==> config.mk <==
export PLATFORM = sky130hd
export DESIGN_NAME = stwa_seq
export DESIGN_NICKNAME = d
export VERILOG_FILES = /design/src/rtl/stwa_pkg.sv /design/src/rtl/stwa_seq.sv
export SDC_FILE = /design/constraint.sdc
export NUM_CORES = 1
export LEC_CHECK = 0
export ABC_CLOCK_PERIOD_IN_PS = 2700
export BUFFER_PORTS_ARGS = -buffer_cell sky130_fd_sc_hd__buf_2
export CAP_MARGIN = 20
export CORE_MARGIN = 1
export CORE_UTILIZATION = 40
export DETAILED_ROUTE_END_ITERATION = 16
export HOLD_SLACK_MARGIN = 0.08
export PLACE_DENSITY = 0.73
export SYNTH_ARGS = -nofsm -noshare
export SYNTH_HDL_FRONTEND = slang
export SYNTH_SLANG_ARGS = --single-unit
==> constraint.sdc <==
create_clock -name i_clk -period 2.7 [get_ports i_clk]
set_input_delay 0.135 -clock i_clk [delete_from_list [all_inputs] [get_ports i_clk]]
set_output_delay 0.135 -clock i_clk [all_outputs]
set_load 0.05 [all_outputs]
==> src/rtl/stwa_pkg.sv <==
// Shared types, microprogram and gain table for the stereo widener with auto-pan.
`default_nettype none

package stwa_pkg;

    // Fixed field widths.
    localparam int GAIN_W = 15;
    localparam int PAN_W  = 7;
    localparam int LFO_W  = 16;
    localparam int STEP_W = 4;

    typedef logic [STEP_W-1:0] t_step;

    // Configuration register indexes on the write port.
    typedef enum logic [1:0] {
        CFG_WIDEN,
        CFG_AUTOPAN,
        CFG_PAN,
        CFG_WIDTH
    } t_cfg_reg;

    // Datapath operations carried by the control word.
    typedef enum logic [3:0] {
        OP_NONE,
        OP_LOAD,
        OP_MUL_WD,
        OP_SUM_T,
        OP_MUL_ROM,
        OP_DIV_INIT,
        OP_DIV_STEP,
        OP_DIV_DONE,
        OP_MUL_START,
        OP_MAC_END,
        OP_MUL_RECIP,
        OP_MUL_WT,
        OP_MUL_X,
        OP_EMIT
    } t_op;

    // Jump conditions: the jump is taken when the condition holds.
    typedef enum logic [2:0] {
        C_NEVER,
        C_NO_ITEM,
        C_NO_WIDEN,
        C_NO_AUTOPAN,
        C_DIV_MORE,
        C_OUT_BUSY
    } t_cond;

    typedef struct packed {
        t_op   op;
        t_cond cond;
        t_step target;
    } t_ctrl;

    // Status flags that the sequencer tests.
    typedef struct packed {
        logic item_valid;
        logic widen;
        logic autopan;
        logic div_more;
        logic out_busy;
    } t_stat;

    // Per-lane coefficients selected by the top level.
    typedef struct packed {
        logic [GAIN_W-1:0] gain;
        logic [PAN_W-1:0]  weight;
        logic [PAN_W-1:0]  width;
        logic [LFO_W-1:0]  lfo_start;
        logic [LFO_W-1:0]  lfo_end;
    } t_coef;

    // Program addresses.
    localparam t_step ST_WAIT       = 4'd0;
    localparam t_step ST_W_DIFF     = 4'd1;
    localparam t_step ST_W_SUM      = 4'd2;
    localparam t_step ST_W_GAIN     = 4'd3;
    localparam t_step ST_W_DINIT    = 4'd4;
    localparam t_step ST_W_DLOOP    = 4'd5;
    localparam t_step ST_W_DDONE    = 4'd6;
    localparam t_step ST_P_START    = 4'd7;
    localparam t_step ST_P_END      = 4'd8;
    localparam t_step ST_P_RECIP    = 4'd9;
    localparam t_step ST_P_WEIGHT   = 4'd10;
    localparam t_step ST_P_SAMPLE   = 4'd11;
    localparam t_step ST_P_DINIT    = 4'd12;
    localparam t_step ST_P_DLOOP    = 4'd13;
    localparam t_step ST_P_DDONE    = 4'd14;
    localparam t_step ST_EMIT       = 4'd15;

    // Microprogram: one control word per step. Without a jump the step
    // counter advances by one; from the last step it wraps to the wait step.
    function automatic t_ctrl prog_word(t_step step);
        t_ctrl w;
        w = '{op: OP_NONE, cond: C_NEVER, target: ST_WAIT};
        unique case (step)
            ST_WAIT:     w = '{op: OP_LOAD,      cond: C_NO_ITEM,    target: ST_WAIT};
            ST_W_DIFF:   w = '{op: OP_MUL_WD,    cond: C_NO_WIDEN,   target: ST_P_START};
            ST_W_SUM:    w = '{op: OP_SUM_T,     cond: C_NEVER,      target: ST_WAIT};
            ST_W_GAIN:   w = '{op: OP_MUL_ROM,   cond: C_NEVER,      target: ST_WAIT};
            ST_W_DINIT:  w = '{op: OP_DIV_INIT,  cond: C_NEVER,      target: ST_WAIT};
            ST_W_DLOOP:  w = '{op: OP_DIV_STEP,  cond: C_DIV_MORE,   target: ST_W_DLOOP};
            ST_W_DDONE:  w = '{op: OP_DIV_DONE,  cond: C_NEVER,      target: ST_WAIT};
            ST_P_START:  w = '{op: OP_MUL_START, cond: C_NO_AUTOPAN, target: ST_EMIT};
            ST_P_END:    w = '{op: OP_MAC_END,   cond: C_NEVER,      target: ST_WAIT};
            ST_P_RECIP:  w = '{op: OP_MUL_RECIP, cond: C_NEVER,      target: ST_WAIT};
            ST_P_WEIGHT: w = '{op: OP_MUL_WT,    cond: C_NEVER,      target: ST_WAIT};
            ST_P_SAMPLE: w = '{op: OP_MUL_X,     cond: C_NEVER,      target: ST_WAIT};
            ST_P_DINIT:  w = '{op: OP_DIV_INIT,  cond: C_NEVER,      target: ST_WAIT};
            ST_P_DLOOP:  w = '{op: OP_DIV_STEP,  cond: C_DIV_MORE,   target: ST_P_DLOOP};
            ST_P_DDONE:  w = '{op: OP_DIV_DONE,  cond: C_NEVER,      target: ST_WAIT};
            ST_EMIT:     w = '{op: OP_EMIT,      cond: C_OUT_BUSY,   target: ST_EMIT};
        endcase
        return w;
    endfunction

    // Quarter-sine gain table, Q0.15, built at elaboration from a
    // truncating Taylor series in Q2.30.
    localparam logic [63:0] HALF_PI_Q30 = 64'd1686629713;

    function automatic logic [127:0][GAIN_W-1:0] sin_table();
        logic [127:0][GAIN_W-1:0] tab;
        logic [63:0] x;
        logic [63:0] x2;
        logic [63:0] term;
        logic [63:0] sum;
        int k;
        for (k = 0; k < 128; k++) begin
            x    = (64'(k) * HALF_PI_Q30) / 64'd127;
            x2   = (x * x) >> 30;
            term = x;
            sum  = x;
            term = ((term * x2) >> 30) / 64'd6;
            sum  = sum - term;
            term = ((term * x2) >> 30) / 64'd20;
            sum  = sum + term;
            term = ((term * x2) >> 30) / 64'd42;
            sum  = sum - term;
            term = ((term * x2) >> 30) / 64'd72;
            sum  = sum + term;
            term = ((term * x2) >> 30) / 64'd110;
            sum  = sum - term;
            sum  = (sum + 64'd16384) >> 15;
            if (sum > 64'd32767) begin
                sum = 64'd32767;
            end
            tab[k] = sum[GAIN_W-1:0];
        end
        return tab;
    endfunction

    localparam logic [127:0][GAIN_W-1:0] SIN_TABLE = sin_table();

endpackage

`default_nettype wire

==> src/rtl/stwa_seq.sv <==
// Microcode sequencer: step counter, program table and conditional jumps.
`default_nettype none

module stwa_seq
    import stwa_pkg::*;
(
    input  wire   i_clk,
    input  wire   i_rst_n,
    input  t_stat i_stat,
    output t_ctrl o_ctrl
);

    t_step r_step;
    t_step n_step;
    t_ctrl ctrl;
    logic  take_jump;

    // Fetch the control word of the current step.
    assign ctrl   = prog_word(r_step);
    assign o_ctrl = ctrl;

    // Evaluate the jump condition and pick the next step.
    always_comb begin
        unique case (ctrl.cond)
            C_NEVER:      take_jump = 1'b0;
            C_NO_ITEM:    take_jump = ~i_stat.item_valid;
            C_NO_WIDEN:   take_jump = ~i_stat.widen;
            C_NO_AUTOPAN: take_jump = ~i_stat.autopan;
            C_DIV_MORE:   take_jump = i_stat.div_more;
            C_OUT_BUSY:   take_jump = i_stat.out_busy;
            default:      take_jump = 1'b0;
        endcase
        if (take_jump) begin
            n_step = ctrl.target;
        end else begin
            n_step = r_step + t_step'(1);
        end
    end

    // Step counter.
    always_ff @(posedge i_clk) begin
        if (!i_rst_n) begin
            r_step <= ST_WAIT;
        end else begin
            r_step <= n_step;
        end
    end

endmodule

`default_nettype wire

* Word level (Yosys, flattened, before mapping)
Memories as Yosys holds them, arrays and structs flattened. A register that Yosys moved wholly into a read port is not among the register bits.
Index checks and enable logic that the tools add are counted.
** Word-level totals
- Memory bits (read-only) :: 176
- Flip-flop bits (word level) :: 4
- Bits of input ports :: 7
- Memories :: 1
- Output and inout bits :: 11
** Memory list
- (name not given) :: depth 16, bits a word 11, rd ports 1, clocked after memory_dff 1, wr ports 0, RTL line stwa_pkg.sv:97 : unique case (step)
** Operators by class
- Bitwise logic cells :: 3
- Eq/ne operators :: 5
- Mux-type cells :: 3
- Add/sub/neg operators :: 1
** Operators with widths (count)
- 4-bit 2-to-1 mux :: 2
- 3-bit by 2-bit == test with 1-bit output, second input constant :: 2
- 3-bit == test, second input constant :: 2
- 1-bit one-hot mux with 5 select lines :: 1
- 4-bit by 1-bit adder with 4-bit output, second input constant :: 1
- 3-bit by 1-bit == test with 1-bit output, second input constant :: 1
- 1-bit inverter :: 3

* Logic depth before layout (Yosys ltp)
- Depth in word-level cells :: 4
- Depth in mapped cells :: 9
- Mapped depth without buffers :: 9

* Worst setup path before layout
No wires, ideal clock.
- Path type :: register to register
- From :: register o_ctrl[4] (netlist name)
- To :: register o_ctrl[1] (netlist name)
- Arrival time :: 2.186 ns
- Period minus slack after synthesis :: 2.261 ns
- Required time :: 2.626 ns
- Setup slack :: 0.439 ns
- Stages on the path, launching flop included :: 9
- Path buffers :: 0
- Cell sequence :: dfxtp_1 -> mux2_4 -> nand3b_4 -> a21o_2 -> mux2i_1 -> and2_1 -> ha_1 -> nand2_1 -> o21ai_0
** Between the ends
- Cells in the longest elaborated chain, start to end :: 4
- Elaborated cells between the ends (all ways) :: 8
- Classes of those cells :: 5 x eq/ne; 3 x mux
** RTL lines
- 3-bit == test, or another cell as far along :: RTL line stwa_seq.sv:24 : unique case (ctrl.cond)
- 1-bit one-hot mux with 5 select lines (*) :: RTL line stwa_seq.sv:24
- 4-bit 2-to-1 mux (*) :: RTL line stwa_seq.sv:33 : if (take_jump) begin
- 4-bit 2-to-1 mux (no source line) (*)
Every way passes the cells marked *; elsewhere a longest branch is shown, timed or not.
A chain may end at the register's enable or synchronous reset.

* Final worst setup path
- From :: register o_ctrl[4] (netlist name)
- To :: register o_ctrl[1] (netlist name)
** Between the ends
- Cells in the longest elaborated chain, start to end :: 4
- Elaborated cells between the ends (all ways) :: 8
- Classes of those cells :: 5 x eq/ne; 3 x mux
** RTL lines (RTL line)
- 3-bit == test, or another cell as far along :: stwa_seq.sv:24
- 1-bit one-hot mux with 5 select lines (*) :: stwa_seq.sv:24
- 4-bit 2-to-1 mux (*) :: stwa_seq.sv:33
- 4-bit 2-to-1 mux (no source line) (*)
Marks and branches as above.

==> metrics.cfg <==
[timing]
fin_crit_sh_pct = 77.1
tightest_slew_ps = 395
fin_crit_ps = 2080
hold_viol_final = 0
max_freq_mhz = 480
final-setup-viol-count = 0
slew_violations = 0
fin_setup_tns_ps = 0
relSlewSlack_pct = 73.5
rsz0062_at_grt = false
finalWorstSetupSlack_ps = 618
fin_skew_ps = 4.01

[critical_path]
critPathMaxStageDelay_ps = 400
endpoint_kind = flop
worst_r2r_endpoint = o_ctrl[1]$_DFF_P_
r2r-start = o_ctrl[4]$_DFF_P_
cp.required_ps = 2920
cp_max_fo = 5
r2r_cells = 8
crit_slowest_cell = dfxtp_1
criticalPathCategory = flop to flop
worstSetupStartpointType = flop
worstPathCellList = mux2_4 > nand3b_4 > a21o_2 > mux2i_1 > and2_1 > ha_1 > nand2_1 > o21ai_0
crit_buf_inv = 0
cp_top_family = multiplexers
r2r_slack_ps = 620
cp_data_arrival_time_ps = 2300

[global_routing]
antenna_found_initial = 0
overflow = 0
grt_pass1_wl_um = 2140
grt_max_degree = 11
grt_pass1_vias = 525
grt_usage_pct = 14.9

[die]
die_area_sq_um = 2120
fp.coreArea_sq_um = 1760
start_util_pct = 44.0
die_w_um = 46.1
num_io_pins = 18
rows = 15
die_h_um = 46.1

[pwr]
vdd_drop_max_mv = 0.581
power_density_nw_per_um2 = 1170
power_mw = 1.08
leakage_nw = 0.442

[clocking]
clk_path_buf_depth = 2
path_clk_slew_ps = 80
clk_latency_ps = 280
cts_htree_levels = 1
root_buffer = clkbuf_4
cts_hold_buf = 0
clock_sinks = 14
cts_buffers = 3
ctsResizeCount = 0
cts_setup_buffers = 0
cts_tree = done

[placed_design]
dp_slack_ps = 625
io_buffers = 17
place_hpwl_um = 1040
place.gp.congestion = 0.729
placed_area_sq_um = 886

[final_layout]
layout-drive-gt1-share_pct = 36.5
finalInstanceArea_sq_um = 922
num_antenna_cells = 0
fill_cells = 174
nets = 110
syn_to_final_growth_pct = 18.7

[routing]
drt_iter0_drc = 4
postRouteAntennaNets = 0
routed_wl_um = 1280
drtPass1Iterations = 2
viasPerCell = 4.79
drc = 0
vias = 579
post_drt_wl_per_cell_um = 10.6

[job]
maxCapViolCount = 0

[worst_hold_path]
holdPathEnd = o_ctrl[7]$_DFF_P_
hp-class = input pin to flop
holdPathStages = 2
worstHoldStart = i_rst_n

[yosys]
synth_area_per_cell_sq_um = 10.2
synth.cell_area_sq_um = 777
ys_types = 32
synthesis.nets = 89
synth_warnings = 0
ys_seq_area_share_pct = 36.1
synth-seq-cells = 14
postSynthCellCount = 76

[outcome]
status = completed

through the flow:
stage	hold WS [ps]	utilization, %	std cells
2_1_floorplan	197	-	76
3_3_place_gp	394	50.2	117
3_5_place_dp	391	50.2	117
4_1_cts	97.0	52.3	121
5_1_grt	109	52.3	121
6_report	99.6	52.3	121
how the worst max path moves through the flow:
stage	startpoint	to	slack, ps	cells after the start
after global routing	o_ctrl[4]$_DFF_P_	o_ctrl[2]$_DFF_P_	400	8
after CTS	o_ctrl[4]$_DFF_P_	o_ctrl[1]$_DFF_P_	600	8
after detailed placement	o_ctrl[4]$_DFF_P_	o_ctrl[1]$_DFF_P_	630	8
final	o_ctrl[4]$_DFF_P_	o_ctrl[1]$_DFF_P_	620	8
after floorplan	o_ctrl[4]$_DFF_P_	o_ctrl[1]$_DFF_P_	440	8
after global placement	o_ctrl[4]$_DFF_P_	o_ctrl[4]$_DFF_P_	690	9
worst reg2reg max path, cell delays in order (launching register included):
cell      delay [ps]
dfxtp_1          400
mux2_4           330
nand3b_4         100
a21o_2           180
mux2i_1          250
and2_1           260
ha_1             260
nand2_1           90
o21ai_0          140
layout make-up:
type                    count  area [sq um]  area share, %
inverters                   8          30.0           3.26
multi-input cells          53           459           49.8
well taps                  25          31.3           3.39
repair buffers             17          85.1           9.23
flip-flops and latches     14           280           30.4
clock buffers               4          36.3           3.93
layer usage:
layer | vias to the layer above | part of all wire [%] | global-route usage [%]
li1 | 299 | - | -
met1 | 255 | 47 | 17.6
met2 | 19 | 44 | 23.7
met3 | 6 | 6.3 | 3.53
met4 | 0 | 2.7 | 10.6
met5 | - | 0 | 0
cells by family after synthesis:
family / Yosys count / share of synthesized area, %
AO/OA/AOI/OAI: 16 / 17.7
XOR/XNOR: 3 / 3.38
adder cells (fa/ha/maj): 6 / 9.66
buffers and inverters: 9 / 4.83
flip-flops: 14 / 36.1
multiplexers: 7 / 11.4
AND/OR/NAND/NOR: 21 / 16.9
state kept, by name, summed over array words and instances, names as in the netlist:
signal and count:
o_ctrl 10, r_step 4
power breakdown:
group	internal, mW	switching (mW)	total [mW]
Sequential	0.276	0.0514	0.327
Clock	0.0821	0.0669	0.149
Combinational	0.210	0.392	0.602
placed cells by master (no fill, tap or decap), types with 2 or more instances in the layout:
cell | Yosys | final
a211oi_1 | 2 | 2
a31oi_1 | 3 | 3
and2_1 | 2 | 2
buf_2 | 0 | 17
clkbuf_4 | 0 | 3
dfxtp_1 | 14 | 14
ha_1 | 6 | 6
inv_1 | 8 | 8
mux2i_1 | 4 | 4
nand2_1 | 8 | 8
nor2_1 | 3 | 3
o21ai_0 | 3 | 3
xnor2_1 | 2 | 2
Yosys cell counts:
| cell | count | area share, % |
|---|---|---|
| inv_1 | 8 | 3.9 |
| buf_4 | 1 | 0.97 |
| a21o_2 | 1 | 1.1 |
| o21ai_0 | 3 | 1.9 |
| o21bai_2 | 1 | 1.4 |
| a31o_2 | 1 | 1.1 |
| xor2_1 | 1 | 1.1 |
| o21bai_1 | 1 | 0.97 |
| o22ai_1 | 1 | 0.81 |
| a31oi_1 | 3 | 2.4 |
| nand2_2 | 1 | 0.81 |
| a21oi_2 | 1 | 1.1 |
| nor3b_1 | 1 | 0.97 |
| nor3_2 | 1 | 1.3 |
| mux2_2 | 1 | 1.4 |
| nor2b_2 | 1 | 1.1 |
| mux2i_1 | 4 | 5.2 |
| dfxtp_1 | 14 | 36 |
| nand2_1 | 8 | 3.9 |
| and2_1 | 2 | 1.6 |
| a21oi_4 | 1 | 2.1 |
| mux2i_4 | 1 | 2.9 |
| a31oi_4 | 1 | 2.7 |
| nand2b_4 | 1 | 1.8 |
| nor2_1 | 3 | 1.4 |
| nand3_1 | 1 | 0.64 |
| ha_1 | 6 | 9.7 |
| nor2b_1 | 1 | 0.81 |
| xnor2_1 | 2 | 2.3 |
| nand3b_4 | 1 | 2.6 |
| a211oi_1 | 2 | 1.9 |
| mux2_4 | 1 | 1.9 |
(Power assumes the default switching activity.)
